==> src/rtl/core/grid_tile_layout_defines.svh <==
// Assertion macros used by the grid tile layout top level
`ifndef GRID_TILE_LAYOUT_DEFINES_SVH
`define GRID_TILE_LAYOUT_DEFINES_SVH

// Same-cycle implication, disabled in reset
`define GTL_ASSERT_NOW(label, clk, rst, ante, cons) \
   label: assert property (@(posedge clk) disable iff (rst) (ante) |-> (cons)) \
      else $error("grid tile layout: same-cycle check failed");

// Next-cycle implication, disabled in reset
`define GTL_ASSERT_NEXT(label, clk, rst, ante, cons) \
   label: assert property (@(posedge clk) disable iff (rst) (ante) |=> (cons)) \
      else $error("grid tile layout: next-cycle check failed");

`endif

==> src/rtl/core/gtl_pkg.sv <==
// Types, constants and helper functions of the grid tile layout block
package gtl_pkg;

   localparam int COORD_W = 16;
   localparam int CNT_W = 7;
   localparam int IDX_W = 6;
   localparam int NB_W = 8;
   localparam int DIR_W = 2;
   localparam int GRID_W = 4;
   localparam int GRID_MAX = 8;
   localparam int DIV_W = 16;
   localparam int MAX_CLIENTS_DEF = 64;

   typedef enum logic {
      OP_LAYOUT = 1'b0,
      OP_NEIGHBOUR = 1'b1
   } op_type;

   typedef enum logic [DIR_W-1:0] {
      DIR_UP = 2'd0,
      DIR_DOWN = 2'd1,
      DIR_LEFT = 2'd2,
      DIR_RIGHT = 2'd3
   } dir_type;

   typedef enum logic [1:0] {
      DIV_ROWS = 2'd0,
      DIV_START = 2'd1,
      DIV_WIDTH = 2'd2,
      DIV_HEIGHT = 2'd3
   } div_sel_type;

   typedef struct packed {
      logic load;
      logic div_go;
      div_sel_type div_sel;
      logic emit_tile;
      logic emit_nb;
      logic csr_open;
   } ctrl_cmd_type;

   typedef struct packed {
      logic op_nbr;
      logic n_zero;
      logic div_done;
      logic div_running;
      logic tile_last;
   } dp_status_type;

   // Smallest c with c*c >= n
   function automatic logic [GRID_W-1:0] grid_cols(input logic [CNT_W-1:0] n);
      logic [GRID_W-1:0] res;
      res = GRID_W'(GRID_MAX);
      for (int k = GRID_MAX; k >= 0; k--) begin
         if ((k * k) >= int'(n)) begin
            res = GRID_W'(k);
         end
      end
      return res;
   endfunction

endpackage

==> src/rtl/core/grid_tile_layout.sv <==
// Top level of the near-square grid tile layout block
//
//   channel    direction  handshake                 carries
//   request    in         start / busy              op, rectangle, count, direction, index
//   response   out        rsp_strobe (no stall)     tile corner and size, indices, last
//   csr        in         csr_valid / csr_ready     gapless fill bit
//
// A request is taken when start is high and busy low; busy stays high until its last word.
// A layout runs three divisions (rows, tile width, tile height), a neighbour query two (rows, start
// index), on one shared 16-bit divider, one quotient bit per cycle; grid_cols gives the column count.
// Tiles then leave one word per cycle. N = 0 layouts give no word.
// Reset is synchronous; it clears the controller, divider control, strobe and fill bit.
// The receiver cannot stall, so every word shows for exactly one cycle.
module grid_tile_layout #(
   parameter int MAX_CLIENTS = gtl_pkg::MAX_CLIENTS_DEF
) (
   input  logic                               clock,
   input  logic                               reset,
   input  logic                               start,
   output logic                               busy,
   input  logic                               req_op,
   input  logic signed [gtl_pkg::COORD_W-1:0] req_rect_x,
   input  logic signed [gtl_pkg::COORD_W-1:0] req_rect_y,
   input  logic [gtl_pkg::COORD_W-1:0]        req_rect_width,
   input  logic [gtl_pkg::COORD_W-1:0]        req_rect_height,
   input  logic [gtl_pkg::CNT_W-1:0]          req_client_count,
   input  logic [gtl_pkg::DIR_W-1:0]          req_direction,
   input  logic [gtl_pkg::IDX_W-1:0]          req_start_index,
   output logic                               rsp_strobe,
   output logic signed [gtl_pkg::COORD_W-1:0] rsp_tile_x,
   output logic signed [gtl_pkg::COORD_W-1:0] rsp_tile_y,
   output logic [gtl_pkg::COORD_W-1:0]        rsp_tile_width,
   output logic [gtl_pkg::COORD_W-1:0]        rsp_tile_height,
   output logic [gtl_pkg::IDX_W-1:0]          rsp_client_index,
   output logic signed [gtl_pkg::NB_W-1:0]    rsp_neighbour_index,
   output logic                               rsp_last,
   input  logic                               csr_valid,
   output logic                               csr_ready,
   input  logic                               csr_data
);
   import gtl_pkg::*;

   `include "grid_tile_layout_defines.svh"

   ctrl_cmd_type  cmd;
   dp_status_type status;

   gtl_ctrl u_ctrl (
      .clock  (clock),
      .reset  (reset),
      .start  (start),
      .busy   (busy),
      .status (status),
      .cmd    (cmd)
   );

   gtl_datapath #(
      .MAX_CLIENTS (MAX_CLIENTS)
   ) u_datapath (
      .clock               (clock),
      .reset               (reset),
      .cmd                 (cmd),
      .status              (status),
      .csr_valid           (csr_valid),
      .csr_data            (csr_data),
      .req_op              (req_op),
      .req_rect_x          (req_rect_x),
      .req_rect_y          (req_rect_y),
      .req_rect_width      (req_rect_width),
      .req_rect_height     (req_rect_height),
      .req_client_count    (req_client_count),
      .req_direction       (req_direction),
      .req_start_index     (req_start_index),
      .rsp_strobe          (rsp_strobe),
      .rsp_tile_x          (rsp_tile_x),
      .rsp_tile_y          (rsp_tile_y),
      .rsp_tile_width      (rsp_tile_width),
      .rsp_tile_height     (rsp_tile_height),
      .rsp_client_index    (rsp_client_index),
      .rsp_neighbour_index (rsp_neighbour_index),
      .rsp_last            (rsp_last)
   );

   assign csr_ready = cmd.csr_open;

   // an accepted request keeps the block busy in the next cycle
   `GTL_ASSERT_NEXT(a_accept_busy, clock, reset, start && !busy, busy)
   // tiles of one layout leave back to back
   `GTL_ASSERT_NEXT(a_tiles_contiguous, clock, reset, rsp_strobe && !rsp_last, rsp_strobe)
   // a nonzero neighbour answer is always the only and final word
   `GTL_ASSERT_NOW(a_nbr_last, clock, reset, rsp_strobe && (rsp_neighbour_index != '0), rsp_last)
   // the divider only runs while a request is in hand
   `GTL_ASSERT_NOW(a_div_idle, clock, reset, !busy, !status.div_running)

endmodule

==> src/rtl/core/gtl_div.sv <==
// Shared restoring divider, one quotient bit per cycle
module gtl_div (
   input  logic                       clock,
   input  logic                       reset,
   input  logic                       go,
   input  logic [gtl_pkg::DIV_W-1:0]  dividend,
   input  logic [gtl_pkg::GRID_W-1:0] divisor,
   output logic [gtl_pkg::DIV_W-1:0]  quotient,
   output logic [gtl_pkg::GRID_W-1:0] remainder,
   output logic                       done,
   output logic                       running
);
   import gtl_pkg::*;

   localparam int STEP_W = $clog2(DIV_W + 1);

   logic [DIV_W-1:0]  quo_ff, quo_in;
   logic [GRID_W-1:0] rem_ff, rem_in;
   logic [GRID_W-1:0] dsr_ff, dsr_in;
   logic [STEP_W-1:0] step_ff, step_in;
   logic              run_ff, run_in;
   logic              done_ff, done_in;
   logic [GRID_W:0]   trial;
   logic              fits;

   assign trial = {rem_ff, quo_ff[DIV_W-1]};
   assign fits = trial >= {1'b0, dsr_ff};

   always_comb begin
      quo_in = quo_ff;
      rem_in = rem_ff;
      dsr_in = dsr_ff;
      step_in = step_ff;
      run_in = run_ff;
      done_in = 1'b0;
      if (go) begin
         quo_in = dividend;
         rem_in = '0;
         dsr_in = divisor;
         step_in = STEP_W'(DIV_W);
         run_in = 1'b1;
      end else if (run_ff) begin
         quo_in = {quo_ff[DIV_W-2:0], fits};
         rem_in = fits ? GRID_W'(trial - {1'b0, dsr_ff}) : GRID_W'(trial);
         step_in = step_ff - STEP_W'(1);
         if (step_ff == STEP_W'(1)) begin
            run_in = 1'b0;
            done_in = 1'b1;
         end
      end
   end

   always_ff @(posedge clock) begin
      quo_ff <= quo_in;
      rem_ff <= rem_in;
      dsr_ff <= dsr_in;
      if (reset) begin
         step_ff <= '0;
         run_ff <= 1'b0;
         done_ff <= 1'b0;
      end else begin
         step_ff <= step_in;
         run_ff <= run_in;
         done_ff <= done_in;
      end
   end

   assign quotient = quo_ff;
   assign remainder = rem_ff;
   assign done = done_ff;
   assign running = run_ff;

endmodule

==> src/rtl/core/gtl_datapath.sv <==
// Grid layout datapath: request registers, grid sizes, tile walk and result word
module gtl_datapath #(
   parameter int MAX_CLIENTS = gtl_pkg::MAX_CLIENTS_DEF
) (
   input  logic                              clock,
   input  logic                              reset,
   input  gtl_pkg::ctrl_cmd_type             cmd,
   output gtl_pkg::dp_status_type            status,
   input  logic                              csr_valid,
   input  logic                              csr_data,
   input  logic                              req_op,
   input  logic signed [gtl_pkg::COORD_W-1:0] req_rect_x,
   input  logic signed [gtl_pkg::COORD_W-1:0] req_rect_y,
   input  logic [gtl_pkg::COORD_W-1:0]       req_rect_width,
   input  logic [gtl_pkg::COORD_W-1:0]       req_rect_height,
   input  logic [gtl_pkg::CNT_W-1:0]         req_client_count,
   input  logic [gtl_pkg::DIR_W-1:0]         req_direction,
   input  logic [gtl_pkg::IDX_W-1:0]         req_start_index,
   output logic                              rsp_strobe,
   output logic signed [gtl_pkg::COORD_W-1:0] rsp_tile_x,
   output logic signed [gtl_pkg::COORD_W-1:0] rsp_tile_y,
   output logic [gtl_pkg::COORD_W-1:0]       rsp_tile_width,
   output logic [gtl_pkg::COORD_W-1:0]       rsp_tile_height,
   output logic [gtl_pkg::IDX_W-1:0]         rsp_client_index,
   output logic signed [gtl_pkg::NB_W-1:0]   rsp_neighbour_index,
   output logic                              rsp_last
);
   import gtl_pkg::*;

   // request word
   logic                op_ff;
   logic [COORD_W-1:0]  rx_ff, ry_ff, rw_ff, rh_ff;
   logic [CNT_W-1:0]    n_ff;
   dir_type             dir_ff;
   logic [IDX_W-1:0]    start_ff;
   logic [GRID_W-1:0]   cols_ff;
   logic                gapless_ff;

   // division results
   div_sel_type         sel_ff;
   logic [GRID_W-1:0]   rows_ff;
   logic [IDX_W-1:0]    sq_ff;
   logic [GRID_W-1:0]   sr_ff;
   logic [COORD_W-1:0]  tw_ff, th_ff;
   logic [GRID_W-1:0]   wrem_ff, hrem_ff;

   // tile walk
   logic [IDX_W-1:0]    i_ff;
   logic [GRID_W-1:0]   r_ff, c_ff;
   logic [COORD_W-1:0]  xoff_ff, yoff_ff;

   // result word
   logic                strobe_ff;
   logic [COORD_W-1:0]  out_x_ff, out_y_ff, out_w_ff, out_h_ff;
   logic [IDX_W-1:0]    out_idx_ff;
   logic [NB_W-1:0]     out_nb_ff;
   logic                out_last_ff;

   logic [CNT_W-1:0]    n_sat;
   logic [DIV_W-1:0]    div_dividend;
   logic [GRID_W-1:0]   div_divisor;
   logic [DIV_W-1:0]    div_quo;
   logic [GRID_W-1:0]   div_rem;
   logic                div_done;
   logic                div_running;

   logic                tile_last, col_last, row_last;
   logic [COORD_W-1:0]  tile_w, tile_h;
   logic [NB_W-1:0]     s8, ci8, nb_val, nb_down;

   assign n_sat = (req_client_count > CNT_W'(MAX_CLIENTS)) ? CNT_W'(MAX_CLIENTS)
                                                           : req_client_count;

   always_comb begin
      div_dividend = '0;
      div_divisor = cols_ff;
      unique case (cmd.div_sel)
         DIV_ROWS: begin
            div_dividend = DIV_W'(n_ff) + DIV_W'(cols_ff) - DIV_W'(1);
         end
         DIV_START: begin
            div_dividend = DIV_W'(start_ff);
         end
         DIV_WIDTH: begin
            div_dividend = rw_ff;
         end
         DIV_HEIGHT: begin
            div_dividend = rh_ff;
            div_divisor = rows_ff;
         end
         default: begin
            div_dividend = '0;
         end
      endcase
   end

   gtl_div u_div (
      .clock     (clock),
      .reset     (reset),
      .go        (cmd.div_go),
      .dividend  (div_dividend),
      .divisor   (div_divisor),
      .quotient  (div_quo),
      .remainder (div_rem),
      .done      (div_done),
      .running   (div_running)
   );

   // tile geometry
   assign tile_last = ({1'b0, i_ff} + CNT_W'(1)) == n_ff;
   assign col_last = ({1'b0, c_ff} + (GRID_W + 1)'(1)) == {1'b0, cols_ff};
   assign row_last = ({1'b0, r_ff} + (GRID_W + 1)'(1)) == {1'b0, rows_ff};

   always_comb begin
      if (gapless_ff && tile_last && !col_last) begin
         tile_w = rw_ff - xoff_ff;
      end else if (col_last) begin
         tile_w = tw_ff + COORD_W'(wrem_ff);
      end else begin
         tile_w = tw_ff;
      end
      tile_h = row_last ? th_ff + COORD_W'(hrem_ff) : th_ff;
   end

   // neighbour index
   assign s8 = NB_W'(start_ff);
   assign ci8 = NB_W'(cols_ff);
   assign nb_down = (gapless_ff && ($signed(s8 + ci8) >= $signed(NB_W'(n_ff))) &&
                     (({1'b0, sq_ff} + (IDX_W + 1)'(2)) == (IDX_W + 1)'(rows_ff)))
                    ? NB_W'(n_ff) - NB_W'(1) : s8 + ci8;

   always_comb begin
      nb_val = '1;
      if (n_ff != '0) begin
         unique case (dir_ff)
            DIR_UP: begin
               nb_val = s8 - ci8;
            end
            DIR_DOWN: begin
               nb_val = nb_down;
            end
            DIR_LEFT: begin
               nb_val = (sr_ff != '0) ? s8 - NB_W'(1) : '1;
            end
            DIR_RIGHT: begin
               nb_val = (({1'b0, sr_ff} + (GRID_W + 1)'(1)) < {1'b0, cols_ff})
                        ? s8 + NB_W'(1) : '1;
            end
            default: begin
               nb_val = '1;
            end
         endcase
      end
   end

   always_ff @(posedge clock) begin
      if (cmd.load) begin
         op_ff <= req_op;
         rx_ff <= req_rect_x;
         ry_ff <= req_rect_y;
         rw_ff <= req_rect_width;
         rh_ff <= req_rect_height;
         n_ff <= n_sat;
         dir_ff <= dir_type'(req_direction);
         start_ff <= req_start_index;
         cols_ff <= grid_cols(n_sat);
         i_ff <= '0;
         r_ff <= '0;
         c_ff <= '0;
         xoff_ff <= '0;
         yoff_ff <= '0;
      end else if (cmd.emit_tile) begin
         // advance along the row, wrap to the next row at the last column
         i_ff <= i_ff + IDX_W'(1);
         if (col_last) begin
            c_ff <= '0;
            r_ff <= r_ff + GRID_W'(1);
            xoff_ff <= '0;
            yoff_ff <= yoff_ff + th_ff;
         end else begin
            c_ff <= c_ff + GRID_W'(1);
            xoff_ff <= xoff_ff + tw_ff;
         end
      end

      if (cmd.div_go) begin
         sel_ff <= cmd.div_sel;
      end

      if (div_done) begin
         case (sel_ff)
            DIV_ROWS: rows_ff <= GRID_W'(div_quo);
            DIV_START: begin
               sq_ff <= IDX_W'(div_quo);
               sr_ff <= div_rem;
            end
            DIV_WIDTH: begin
               tw_ff <= div_quo;
               wrem_ff <= div_rem;
            end
            default: begin
               th_ff <= div_quo;
               hrem_ff <= div_rem;
            end
         endcase
      end

      if (cmd.emit_tile) begin
         out_x_ff <= rx_ff + xoff_ff;
         out_y_ff <= ry_ff + yoff_ff;
         out_w_ff <= tile_w;
         out_h_ff <= tile_h;
         out_idx_ff <= i_ff;
         out_nb_ff <= '0;
         out_last_ff <= tile_last;
      end else if (cmd.emit_nb) begin
         out_x_ff <= '0;
         out_y_ff <= '0;
         out_w_ff <= '0;
         out_h_ff <= '0;
         out_idx_ff <= '0;
         out_nb_ff <= nb_val;
         out_last_ff <= 1'b1;
      end

      if (reset) begin
         gapless_ff <= 1'b0;
         strobe_ff <= 1'b0;
      end else begin
         if (csr_valid && cmd.csr_open) begin
            gapless_ff <= csr_data;
         end
         strobe_ff <= cmd.emit_tile || cmd.emit_nb;
      end
   end

   always_comb begin
      status.op_nbr = op_ff == OP_NEIGHBOUR;
      status.n_zero = n_ff == '0;
      status.div_done = div_done;
      status.div_running = div_running;
      status.tile_last = tile_last;
   end

   assign rsp_strobe = strobe_ff;
   assign rsp_tile_x = $signed(out_x_ff);
   assign rsp_tile_y = $signed(out_y_ff);
   assign rsp_tile_width = out_w_ff;
   assign rsp_tile_height = out_h_ff;
   assign rsp_client_index = out_idx_ff;
   assign rsp_neighbour_index = $signed(out_nb_ff);
   assign rsp_last = out_last_ff;

endmodule

==> src/rtl/core/gtl_ctrl.sv <==
// Grid layout controller: sequences divisions, tile walk and neighbour answer
module gtl_ctrl (
   input  logic                   clock,
   input  logic                   reset,
   input  logic                   start,
   output logic                   busy,
   input  gtl_pkg::dp_status_type status,
   output gtl_pkg::ctrl_cmd_type  cmd
);
   import gtl_pkg::*;

   typedef enum logic [7:0] {
      ST_IDLE    = 8'b0000_0001,
      ST_CHECK   = 8'b0000_0010,
      ST_DROWS   = 8'b0000_0100,
      ST_DSTART  = 8'b0000_1000,
      ST_DWIDTH  = 8'b0001_0000,
      ST_DHEIGHT = 8'b0010_0000,
      ST_TILE    = 8'b0100_0000,
      ST_NBR     = 8'b1000_0000
   } state_type;

   state_type state_ff, state_in;

   always_comb begin
      state_in = state_ff;
      unique case (state_ff)
         ST_IDLE: begin
            if (start) state_in = ST_CHECK;
         end
         ST_CHECK: begin
            if (!status.n_zero) begin
               state_in = ST_DROWS;
            end else if (status.op_nbr) begin
               state_in = ST_NBR;
            end else begin
               state_in = ST_IDLE;
            end
         end
         ST_DROWS: begin
            if (status.div_done) state_in = status.op_nbr ? ST_DSTART : ST_DWIDTH;
         end
         ST_DSTART: begin
            if (status.div_done) state_in = ST_NBR;
         end
         ST_DWIDTH: begin
            if (status.div_done) state_in = ST_DHEIGHT;
         end
         ST_DHEIGHT: begin
            if (status.div_done) state_in = ST_TILE;
         end
         ST_TILE: begin
            if (status.tile_last) state_in = ST_IDLE;
         end
         ST_NBR: begin
            state_in = ST_IDLE;
         end
         default: begin
            state_in = ST_IDLE;
         end
      endcase
   end

   // decode the state into commands; launch the divider on entry to each division state
   always_comb begin
      cmd.load = (state_ff == ST_IDLE) && start;
      cmd.emit_tile = state_ff == ST_TILE;
      cmd.emit_nb = state_ff == ST_NBR;
      cmd.csr_open = state_ff == ST_IDLE;
      cmd.div_go = (state_in != state_ff) &&
                   ((state_in == ST_DROWS) || (state_in == ST_DSTART) ||
                    (state_in == ST_DWIDTH) || (state_in == ST_DHEIGHT));
      unique case (state_in)
         ST_DSTART:  cmd.div_sel = DIV_START;
         ST_DWIDTH:  cmd.div_sel = DIV_WIDTH;
         ST_DHEIGHT: cmd.div_sel = DIV_HEIGHT;
         default:    cmd.div_sel = DIV_ROWS;
      endcase
   end

   assign busy = state_ff != ST_IDLE;

   always_ff @(posedge clock) begin
      if (reset) begin
         state_ff <= ST_IDLE;
      end else begin
         state_ff <= state_in;
      end
   end

endmodule

==> config.mk <==
export PLATFORM = sky130hd
export DESIGN_NAME = grid_tile_layout
export DESIGN_NICKNAME = d
export VERILOG_FILES = /design/src/rtl/core/gtl_pkg.sv /design/src/rtl/core/grid_tile_layout.sv /design/src/rtl/core/gtl_div.sv /design/src/rtl/core/gtl_datapath.sv /design/src/rtl/core/gtl_ctrl.sv
export VERILOG_INCLUDE_DIRS = /design/src /design/src/rtl/core
export SDC_FILE = /design/constraint.sdc
export NUM_CORES = 1
export LEC_CHECK = 0
export ABC_AREA = 1
export BUFFER_PORTS_ARGS = -buffer_cell sky130_fd_sc_hd__buf_2
export CAP_MARGIN = 10
export CORE_ASPECT_RATIO = 1.25
export CORE_UTILIZATION = 55
export DETAILED_ROUTE_END_ITERATION = 12
export PLACE_DENSITY = 0.78
export SYNTH_ARGS = -nofsm -noshare
export SYNTH_HDL_FRONTEND = slang
export SYNTH_SLANG_ARGS = --single-unit
==> constraint.sdc <==
create_clock -name clock -period 3.8 [get_ports clock]
set_input_delay 0.19 -clock clock [delete_from_list [all_inputs] [get_ports clock]]
set_output_delay 0.19 -clock clock [all_outputs]
set_load 0.01 [all_outputs]
# Word level (Yosys, flattened, before mapping)
# Cells that the tools add are included.
dict set report totals {
  ff_bits 306
  output_inout_bits 82
  elab_cells 187
}
dict set report op_classes {
  n_addsub 24
  order_cmp 12
  eq_ne 27
  muxes 49
  bitwise 2
  n_reduce_logical 31
}
# cell n
set ops {}
lappend ops {{$mux W16} 11}
lappend ops {{$mux W8} 12}
lappend ops {{$add A16 B16 Y16} 4}
lappend ops {{$pmux W16 S4} 1}
lappend ops {{$pmux W8 S7} 1}
lappend ops {{$add A16 B4 Y16} 2}
lappend ops {{$pmux W8 S4} 1}
lappend ops {{$eq A8 B3 Y1 const B} 2}
lappend ops {{$eq A8 B4 Y1 const B} 2}
lappend ops {{$eq A8 B5 Y1 const B} 2}
lappend ops {{$eq A8 B6 Y1 const B} 2}
lappend ops {{$mux W4} 4}
lappend ops {{$sub A16 B1 Y16 const B} 1}
lappend ops {{$sub A16 B16 Y16} 1}
lappend ops {{$add A4 B1 Y5 const B} 3}
lappend ops {{$mux W5} 3}
lappend ops {{$add A6 B1 Y7 const B} 2}
lappend ops {{$ge A1 B7 Y1 const A} 2}
lappend ops {{$ge A5 B7 Y1 const A} 2}
lappend ops {{$ge A6 B7 Y1 const A} 2}
lappend ops {{$mux W6} 2}
lappend ops {{$eq A2 B2 Y1 const B} 5}
lappend ops {{$eq A5 B4 Y1} 2}
lappend ops {{$reduce_and A2 Y1} 5}
lappend ops {{44 further kinds} 71}

# Depth between registers and ports, before layout
# Gate-level depths: netlist of run 1.
dict set report depth {
  depth_word 10
  mapped_depth 20
}

# Cells and area by module
# Synthesis of run 1 repeated with hierarchy kept, for this count alone.
dict set report unflattened {
  hier_cells 2280
  hier_area_um2 18945.7
}
# module n_inst cells_per_inst area_each_um2 seq_area_each_um2
set modules_own_cells {}
lappend modules_own_cells {gtl_datapath 1 1985 16721.0 7457.2}
lappend modules_own_cells {gtl_div 1 161 1485.2 820.8}
lappend modules_own_cells {gtl_ctrl 1 134 739.5 160.2}

# Worst setup path after synthesis of run 1
# OpenSTA, ideal clock, no wires.
dict set report synth_timing {
  path_type {register to register}
  start {register u_ctrl.state_ff[5]}
  end {register u_datapath.cols_ff[0], enable pin}
  setup_ns 0.482
  arrival_ns 3.880
  required_ns 3.318
  setup_slack_ns -0.561
  stages_incl_launch_ff 10
  n_path_buf 2
  cell_sequence {dfxtp_1 -> nor2_2 -> nand2_2 -> inv_2 -> nand4_1 -> inv_1 -> nand2_1 -> clkbuf_1 -> inv_1 -> clkbuf_1}
}
# element line_no
set synth_lines {}
lappend synth_lines {{from (decl)} gtl_ctrl.sv:23} ;# state_type state_ff, state_in;
lappend synth_lines {{from (signal assigned)} gtl_ctrl.sv:87} ;# state_ff <= state_in;
lappend synth_lines {{to (signal assigned)} gtl_datapath.sv:166} ;# cols_ff <= grid_cols(n_sat);
lappend synth_lines {{to (decl)} gtl_datapath.sv:36} ;# logic [GRID_W-1:0] cols_ff;

# Worst setup path in the final report of run 1
dict set report layout_timing {
  start {register u_datapath.cols_ff[0]}
  end {register u_datapath.out_nb_ff[2], in the netlist u_datapath.rsp_neighbour_index[2]}
}
dict set report layout_between {
  elab_chain_len 7
  word_cells_on_any_way 10
}
# element line_no
set layout_lines {}
lappend layout_lines {{$add A6 B4 Y7} {gtl_datapath.sv:128, gtl_datapath.sv:130}}
lappend layout_lines {{$ge A8 B8 Y1} gtl_datapath.sv:128} ;# assign nb_down = (gapless_ff && ($signed(s8 + ci8) >= $signed(NB_W'(n_ff))) &&
lappend layout_lines {{$logic_and A1 B1 Y1 (2 in series)} gtl_datapath.sv:128}
lappend layout_lines {{$mux W8} gtl_datapath.sv:130} ;# ? NB_W'(n_ff) - NB_W'(1) : s8 + ci8;
lappend layout_lines {{$pmux W8 S4 (*)} gtl_datapath.sv:135} ;# unique case (dir_ff)
lappend layout_lines {{$mux W8 (*)} gtl_datapath.sv:134} ;# if (n_ff != '0) begin
lappend layout_lines {{to (signal assigned)} gtl_datapath.sv:222} ;# out_nb_ff <= nb_val;
lappend layout_lines {{to (decl)} gtl_datapath.sv:56} ;# logic [NB_W-1:0] out_nb_ff;
# Every way passes the cells marked *; elsewhere a longest branch is shown, timed or not.
# A chain may end at the register's enable or synchronous reset.

==> results of run 1 <==
## Yosys cell counts (16+ instances only)
cell type    n
nand4_1     27
nand3_1    122
edfxtp_1   231
o21ai_0    136
nor2_1     186
o21a_1      16
inv_1      229
nor3_1      32
ha_1       122
xnor2_1     24
dfxtp_1     75
clkbuf_1    32
a21oi_1    209
xor2_1      58
nand2_1    341
## per-layer routing
metal  up-vias  GRT usage, %
met1      6975          35.2
li1       7381             -
met3       132          3.10
met5         -             0
met4         0          14.8
met2       585          50.9
## power by group
group | switching (uW) | internal [uW]
Sequential | 114 | 3730
Combinational | 587 | 375
Clock | 1330 | 1830
Total | 2030 | 5930
## worst max-delay path, cell delays in order, from the launching register on
cell and delay, ns:
edfxtp_1 0.50, ha_1 0.28, fa_1 0.41, a21oi_1 0.16, nor2_1 0.05, nor2_1 0.21, xor2_1 0.14, ha_1 0.33
nand3_1 0.07, o311ai_0 0.33, buf_4 0.19, nand2_1 0.07, inv_1 0.16, nand2_1 0.06, o21ai_0 0.16, nand3_1 0.09
nand2_1 0.06, inv_1 0.04
## stage by stage
step	cells	hold WS [ns]	util (%)	cell area [um^2]	setup WS [ns]
5_1_grt	2680	0.0451	66.8	20900	0.215
2_1_floorplan	1984	0.289	-	17600	0.396
3_3_place_gp	2544	0.366	61.0	19100	0.452
4_1_cts	2680	0.00897	66.8	20900	0.435
6_report	2680	0.0348	66.8	20900	0.392
3_5_place_dp	2544	0.368	61.0	19100	0.453
## worst paths after layout
check,from,end,slack [ns],depth (start not counted)
min reg2reg,u_datapath.c_ff[3],u_datapath.c_ff[3],0.49,2
max reg2reg,u_datapath.cols_ff[0],u_datapath.rsp_neighbour_index[2],0.39,17
max,u_datapath.cols_ff[0],u_datapath.rsp_neighbour_index[2],0.39,17
min,req_client_count[1],u_datapath.n_ff[1],0.03,3
## cell type report
cell class	count	area, um^2
Sequential cell	306	8440
Clock inverter	23	251
Multi-Input combinational cell	1404	8170
Fill cell	2455	10400
Timing Repair Buffer	271	1840
Inverter	235	887
Tap cell	407	509
Clock buffer	34	787
## repair_timing
item	4_1_cts	5_1_grt
hold buffers	79	0
setup buffers	0	0
endpoints found under the hold margin	85	0
## cell families (layout without fill, tap and decap cells)
group / after synthesis / in the layout / share of synthesized area [%]
compound gates: 439 / 439 / 13.7
xor+xnor: 82 / 82 / 4.07
fa+ha+maj: 133 / 133 / 9.90
buf+inv: 274 / 563 / 5.99
flops: 306 / 306 / 47.8
simple gates: 750 / 750 / 18.5
==> flow_summary_export.csv, run 1 <==
group,metric,value,unit
outcome,status,"finished clean",
synthesis,synth_top_flop_cell,"edfxtp_1",
clock_tree,cts_tree,"done",
drt,top_layer,"met4",
worst_setup_path,crit_arrival,3.89,ns
drt,route.met3.wl,2850,um
synthesis,ys_seq_elements,306,
global_route,gr-total-overflow,0,
sta,max_freq,0.293,GHz
sta,grt_setup_unrepaired,"no",
clock_tree,cts.sinks,306,
drt,finalWirelength,47400,um
cells_and_area,drive_above_1_share,12.4,%
cells_and_area,layout_commonest_cell,"nand2_1",
clock_tree,cts_buffers,31,
worst_setup_path,cp_data_required_time,4.28,ns
clock_tree,cts_max_path_buffers,3,
floorplan,die_area,32800,um^2
synthesis,async_flop_share,0,%
power_and_ir_drop,total_power,7960,uW
clock_tree,cts_htree_levels,1,
placement,gp_congestion,0.986,
drt,drt-met1-wl,19100,um
drt,drtIter0Drc,1248,
cells_and_area,syn_to_final_growth,18.4,%
drt,dr.pass1.iters,5,
synthesis,synthTopCellsByArea,"edfxtp_1 (39%), ha_1 (8.7%), dfxtp_1 (8.5%)",
drt,drcViolationCount,0,
clock_tree,cts-resized-gates,0,
synthesis,postSynthAreaPerCell,8.89,um^2
cells_and_area,final_cell_mix,"nand2_1 (340), edfxtp_1 (231), inv_1 (228)",
sta,slew_viol_final,0,
synthesis,synth_edf_count,231,
cells_and_area,antenna_cells,0,
synthesis,yosysWarnings,0,
sta,tns,0,ns
sta,setup_violations,0,
sta,worstMarginPinSlew,0.869,ns
sta,fin_crit_sh,89.7,%
floorplan,die_y,202,um
power_and_ir_drop,p_per_area,381,nW/um^2
floorplan,initial_utilization,56.4,%
synthesis,ys_seq_area_share,47.8,%
placement,dp_hpwl,34900,um
worst_setup_path,endpoint_kind,"register",
worst_setup_path,crit_fanout,6,
sta,hold_violations,0,
min_path,hp-class,"in2reg",
worst_setup_path,worstSetupPathType,"reg2reg",
run,cap_viol_max_count,0,
power_and_ir_drop,p_leak,0.00926,uW
global_route,grt_max_degree,53,
worst_setup_path,cp-start-kind,"register",
clock_tree,worst_skew_pair.late_latency,0.58,ns
cells_and_area,fin_nets,2467,
drt,drtAntennaViolNets,0,
clock_tree,clk_root_buffer_cell,"clkbuf_16",
synthesis,syn_nets,2202,
drt,routed_via_density,5.62,
sta,skew,0.0139,ns
floorplan,io_pins,167,
drt,num_vias,15100,
synthesis,synth_top_area_share,39.3,%
floorplan,die_x,162,um
drt,routedWlPerCell,17.7,um
synthesis,syn_inst,1984,
synthesis,synthesis.area,17600,um^2
power_and_ir_drop,ir_drop,0.444,mV
placement,io_buffers,166,
clock_tree,path_clk_slew,0.07,ns
global_route,grt_use_total,29.1,%
sta,worst_slew_margin_rel,41.7,%
synthesis,synth_cell_type_count,53,
floorplan,core,31300,um^2
drt,dr_wl_met2,23200,um
global_route,antenna_found_initial,0,
global_route,grt_pass1_wl,74800,um
floorplan,row_count,72,
global_route,grt_pass1_vias,15000,
sta,fin_crit,3.41,ns
synthesis,yosysTopAreaCell,"edfxtp_1",
No activity file was read; power rests on OpenSTA's default activity.
==> run 2: changes to the inputs <==
- CORE_MARGIN: default -> 4
==> run 2 against run 1 <==
Net effect: maximum frequency increased by 0.20%; critical endpoint unchanged; clock skew increased by 0.012 ns; hold slack improved by 0.036 ns; sequential share of layout area about the same; power increased by 0.24%.
==> flow_summary_export.csv, run 2 (synthesized netlist as in run 1, its figures left out) <==
group,metric,value,unit
worst_setup_path,cp-start-kind,"register",
worst_setup_path,worstSetupPathType,"reg2reg",
clock_tree,cts_tree,"done",
cells_and_area,final_cell_mix,"nand2_1 (340), edfxtp_1 (231), inv_1 (228)",
clock_tree,cts_htree_levels,2,
sta,fin_crit_sh,89.5,%
global_route,antenna_found_initial,0,
floorplan,core,31700,um^2
sta,hold_violations,0,
drt,drtAntennaViolNets,0,
placement,io_buffers,166,
drt,drcViolationCount,0,
cells_and_area,nFillCells,2547,
sta,setup_violations,0,
floorplan,row_count,73,
clock_tree,postCtsSetupBuffers,0,
power_and_ir_drop,p_leak,0.00927,uW
global_route,grt_pass1_wl,74800,um
cells_and_area,syn_to_final_growth,18.4,%
power_and_ir_drop,p_per_area,382,nW/um^2
min_path,min_path_cells,4,
clock_tree,path_clk_slew,0.06,ns
cells_and_area,design_area,20900,um^2
sta,hold-worst-slack,0.0706,ns
placement,dp_slack,0.441,ns
drt,finalWirelength,47100,um
sta,slew_viol_final,0,
min_path,hp-class,"in2reg",
sta,fin_crit,3.40,ns
outcome,status,"finished clean",
clock_tree,cts_max_path_buffers,3,
cells_and_area,antenna_cells,0,
cells_and_area,fin_nets,2465,
worst_setup_path,endpoint_kind,"register",
clock_tree,worst_skew_pair.late_latency,0.54,ns
floorplan,die_area,35000,um^2
worst_setup_path,crit_fanout,6,
sta,tns,0,ns
cells_and_area,drive_above_1_share,12.4,%
cells_and_area,layout_commonest_cell,"nand2_1",
sta,grt_setup_unrepaired,"no",
worst_setup_path,r2r.worst_path.cells,17,
sta,worst_slack,0.399,ns
power_and_ir_drop,ir_drop,0.353,mV
sta,max_freq,0.294,GHz
sta,worstMarginPinSlew,0.794,ns
floorplan,die_y,208,um
clock_tree,cts.sinks,306,
clock_tree,cts_buffers,34,
global_route,grt_use_total,26.3,%
drt,routed_via_density,5.62,
global_route,grt_max_degree,105,
sta,worst_slew_margin_rel,47.0,%
cells_and_area,final_core_util,65.9,%
sta,skew,0.0256,ns
global_route,gr-total-overflow,0,
placement,placed_cell_area,19000,um^2
run,cap_viol_max_count,0,
global_route,grt_pass1_vias,14900,
clock_tree,cts-resized-gates,0,
drt,drtIter0Drc,1197,
floorplan,io_pins,167,
floorplan,initial_utilization,55.7,%
worst_setup_path,crit_arrival,3.83,ns
placement,dp_hpwl,34500,um
floorplan,die_x,168,um
worst_setup_path,cp_data_required_time,4.23,ns
drt,routedWlPerCell,17.5,um
placement,gp_congestion,0.966,
drt,dr.pass1.iters,6,
clock_tree,clk_root_buffer_cell,"clkbuf_16",
drt,num_vias,15100,
-- run 2: cell count changes in the layout (fill, tap and decap cells not counted), sizes merged, moves of 3 or more --
| cell | previous run | this run |
|---|---|---|
| buf | 192 | 189 |
| bufinv | 5 | 2 |
| clkbuf | 34 | 38 |
| clkinv | 15 | 22 |
| clkinvlp | 5 | 0 |
-- run 2: worst paths after layout --
check,from,to,slack [ns]
setup reg to reg,u_datapath.cols_ff[0],u_datapath.rsp_neighbour_index[2],0.40
hold / removal,start,u_ctrl.state_ff[0],0.07
setup / recovery,u_datapath.cols_ff[0],u_datapath.rsp_neighbour_index[2],0.40
hold reg to reg,u_datapath.c_ff[3],u_datapath.c_ff[3],0.47
-- run 2: per-layer routing --
metal	global-route usage (%)	up-vias	routed length (um)
met2	45.8	551	23000
met3	3.95	139	2900
met5	0	-	0
met4	12.2	0	2190
li1	-	7371	-
met1	32.1	7020	19100
-- run 2: power breakdown --
part	switching [uW]	internal (uW)	total (uW)	leakage, uW
sequential	118	3730	3850	0.00289
clock	1350	1830	3180	0.000538
combinational	584	373	957	0.00584
-- run 2: critical path, cell delays in order (launching register included) --
cell	delay (ns)
edfxtp_1	0.50
ha_1	0.29
fa_1	0.42
a21oi_1	0.17
nor2_1	0.05
nor2_1	0.20
nor2_1	0.10
ha_1	0.33
nand3_1	0.09
o311ai_0	0.32
buf_4	0.19
nand2_1	0.07
inv_1	0.16
nand2_1	0.06
o21ai_0	0.16
nand3_1	0.09
nand2_1	0.07
inv_1	0.04
-- run 2: timing repair --
item                                    4_1_cts  5_1_grt
hold buffers                                 77        0
hold endpoints to repair                     82        0
endpoints found under the setup margin        0        0
-- run 2: area by class of cell --
cell class	count	area [um^2]	share of cell area, %
sequential	306	8440	40.4
multi-input combinational	1404	8170	39.1
timing repair buffer	266	1800	8.61
inverter	235	887	4.25
clock buffer	38	886	4.24
tap	412	515	2.47
clock inverter	24	191	0.916
-- run 2: metrics by stage --
step	instances	power, uW
finish	2685	7980
global route	2685	8290
CTS	2685	8010
detailed placement	2546	4790
global placement	2546	4760
floorplan	1984	4470
==> run 3: changes to the inputs <==
- CORE_UTILIZATION: 55 -> 60
- PLACE_DENSITY: 0.78 -> 0.81
- clock period: 3.8 -> 4.2 ns (I/O delays scaled with it)
==> run 3 against run 2 <==
Net effect: cell area is 0.26% lower; count of clock-buffer cells in the layout is 2 higher; clock skew is 0.0096 ns lower; largest cell class unchanged; largest power group unchanged; highest routed layer unchanged.
==> flow_summary_export.csv, run 3 (synthesized netlist as in run 1, its figures left out) <==
group,metric,value,unit
power_and_ir_drop,swShare,25.1,%
power_and_ir_drop,switchingPower,1820,uW
floorplan,die_area,32200,um^2
cells_and_area,layout_commonest_cell,"nand2_1",
cells_and_area,drive_above_1_share,12.3,%
floorplan,row_count,69,
sta,slew_viol_final,0,
cells_and_area,fin_nets,2461,
sta,skew,0.0160,ns
cells_and_area,final_cell_mix,"nand2_1 (340), edfxtp_1 (231), inv_1 (228)",
global_route,gr-total-overflow,0,
sta,grt_setup_unrepaired,"no",
floorplan,die_x,161,um
clock_tree,cts_max_path_buffers,3,
power_and_ir_drop,ir_drop,0.295,mV
clock_tree,postCtsHoldBufs,78,
power_and_ir_drop,combinationalPowerShare,12.1,%
global_route,grt_pass1_wl,75600,um
global_route,grt_pass1_vias,15100,
placement,dp_hpwl,34600,um
cells_and_area,final_cells,2658,
power_and_ir_drop,p_leak,0.00926,uW
clock_tree,postCtsSetupBuffers,0,
cells_and_area,antenna_cells,0,
drt,num_vias,15300,
drt,drcViolationCount,0,
sta,max_freq,0.291,GHz
global_route,grt_max_degree,57,
sta,fin_crit,3.44,ns
drt,dr.pass1.iters,6,
power_and_ir_drop,p_per_area,347,nW/um^2
power_and_ir_drop,clkPwrFrac,39.7,%
sta,worstMarginPinSlew,0.787,ns
clock_tree,cts_htree_levels,1,
floorplan,io_pins,167,
worst_setup_path,worstSetupPathType,"reg2reg",
floorplan,die_y,200,um
sta,fin_crit_sh,81.9,%
drt,routed_via_density,5.74,
floorplan,core,28700,um^2
sta,worst_slew_margin_rel,47.0,%
worst_setup_path,cp-start-kind,"register",
outcome,status,"finished clean",
placement,gp_congestion,0.994,
clock_tree,path_clk_slew,0.06,ns
placement,dp.cells,2522,
clock_tree,cts-resized-gates,0,
sta,setup_violations,0,
clock_tree,clk_root_buffer_cell,"clkbuf_16",
global_route,antenna_found_initial,0,
sta,worst_slack,0.762,ns
clock_tree,cts_tree,"done",
placement,io_buffers,166,
clock_tree,cts_buffers,31,
drt,drtAntennaViolNets,0,
power_and_ir_drop,p_seq_share,48.2,%
placement,dp_slack,0.864,ns
floorplan,initial_utilization,61.4,%
clock_tree,cts.sinks,306,
cells_and_area,syn_to_final_growth,18.1,%
run,cap_viol_max_count,0,
drt,finalWirelength,47400,um
worst_setup_path,crit_fanout,6,
sta,tns,0,ns
worst_setup_path,cp_data_required_time,4.67,ns
drt,drtIter0Drc,1264,
worst_setup_path,crit_arrival,3.91,ns
worst_setup_path,endpoint_kind,"register",
sta,hold_violations,0,
sta,hold-worst-slack,0.0492,ns
min_path,hp-class,"in2reg",
clock_tree,worst_skew_pair.late_latency,0.58,ns
drt,routedWlPerCell,17.8,um
global_route,grt_use_total,29.1,%
power_and_ir_drop,p_int,5410,uW
==> run 3: cell count changes in the layout (fill, tap and decap cells not counted), sizes merged, moves of 2 or more <==
cell	previous run	this run
clkinv	22	13
bufinv	2	4
clkinvlp	0	2
buf	189	187
clkbuf	38	40
==> run 3: stage by stage <==
step	total power (uW)	area [um^2]	util [%]
4_1_cts	7240	20800	72.5
3_5_place_dp	4330	19000	66.0
3_3_place_gp	4310	19000	66.0
2_1_floorplan	4050	17600	-
6_report	7230	20800	72.5
5_1_grt	7490	20800	72.5
==> run 3: power groups by stage <==
stage,Combinational [uW],Sequential (uW),Clock [uW]
3_3_place_gp,768,3550,0
3_5_place_dp,788,3540,0
6_report,872,3490,2870
4_1_cts,855,3480,2900
2_1_floorplan,553,3490,0
5_1_grt,972,3490,3030
==> run 3: worst paths after layout <==
kind                         start                           endpoint  slack, ns  cells past startpoint
max          u_datapath.cols_ff[0]  u_datapath.rsp_neighbour_index[2]       0.76                     17
min            req_client_count[5]                 u_datapath.n_ff[5]       0.05                      3
max reg2reg  u_datapath.cols_ff[0]  u_datapath.rsp_neighbour_index[2]       0.76                     17
min reg2reg     u_datapath.c_ff[3]                 u_datapath.c_ff[3]       0.49                      2
==> run 3: metal layers <==
metal  vias up  wire (um)  global-route usage [%]
li1       7357          -                       -
met1      7096      18400                    35.3
met2       675      23600                    52.0
met3       130       3510                    4.48
met4         0       1930                    12.5
met5         -          0                       0
==> run 3: final cells by class <==
type,count,area [um^2]
Clock inverter,18,199
Inverter,235,887
Timing Repair Buffer,265,1780
Tap cell,390,488
Clock buffer,40,870
Multi-Input combinational cell,1404,8170
Fill cell,2051,7910
Sequential cell,306,8440
==> run 3: worst max-delay path, cell delays in order, from the launching register on <==
cell and delay (ns):
edfxtp_1 0.51, ha_1 0.29, fa_1 0.40, a21oi_1 0.18
nor2_1 0.05, nor2_1 0.17, xor2_1 0.13, ha_1 0.34
nand3_1 0.07, o311ai_0 0.34, buf_4 0.20, nand2_1 0.07
inv_1 0.16, nand2_1 0.07, o21ai_0 0.16, nand3_1 0.09
nand2_1 0.06, inv_1 0.03
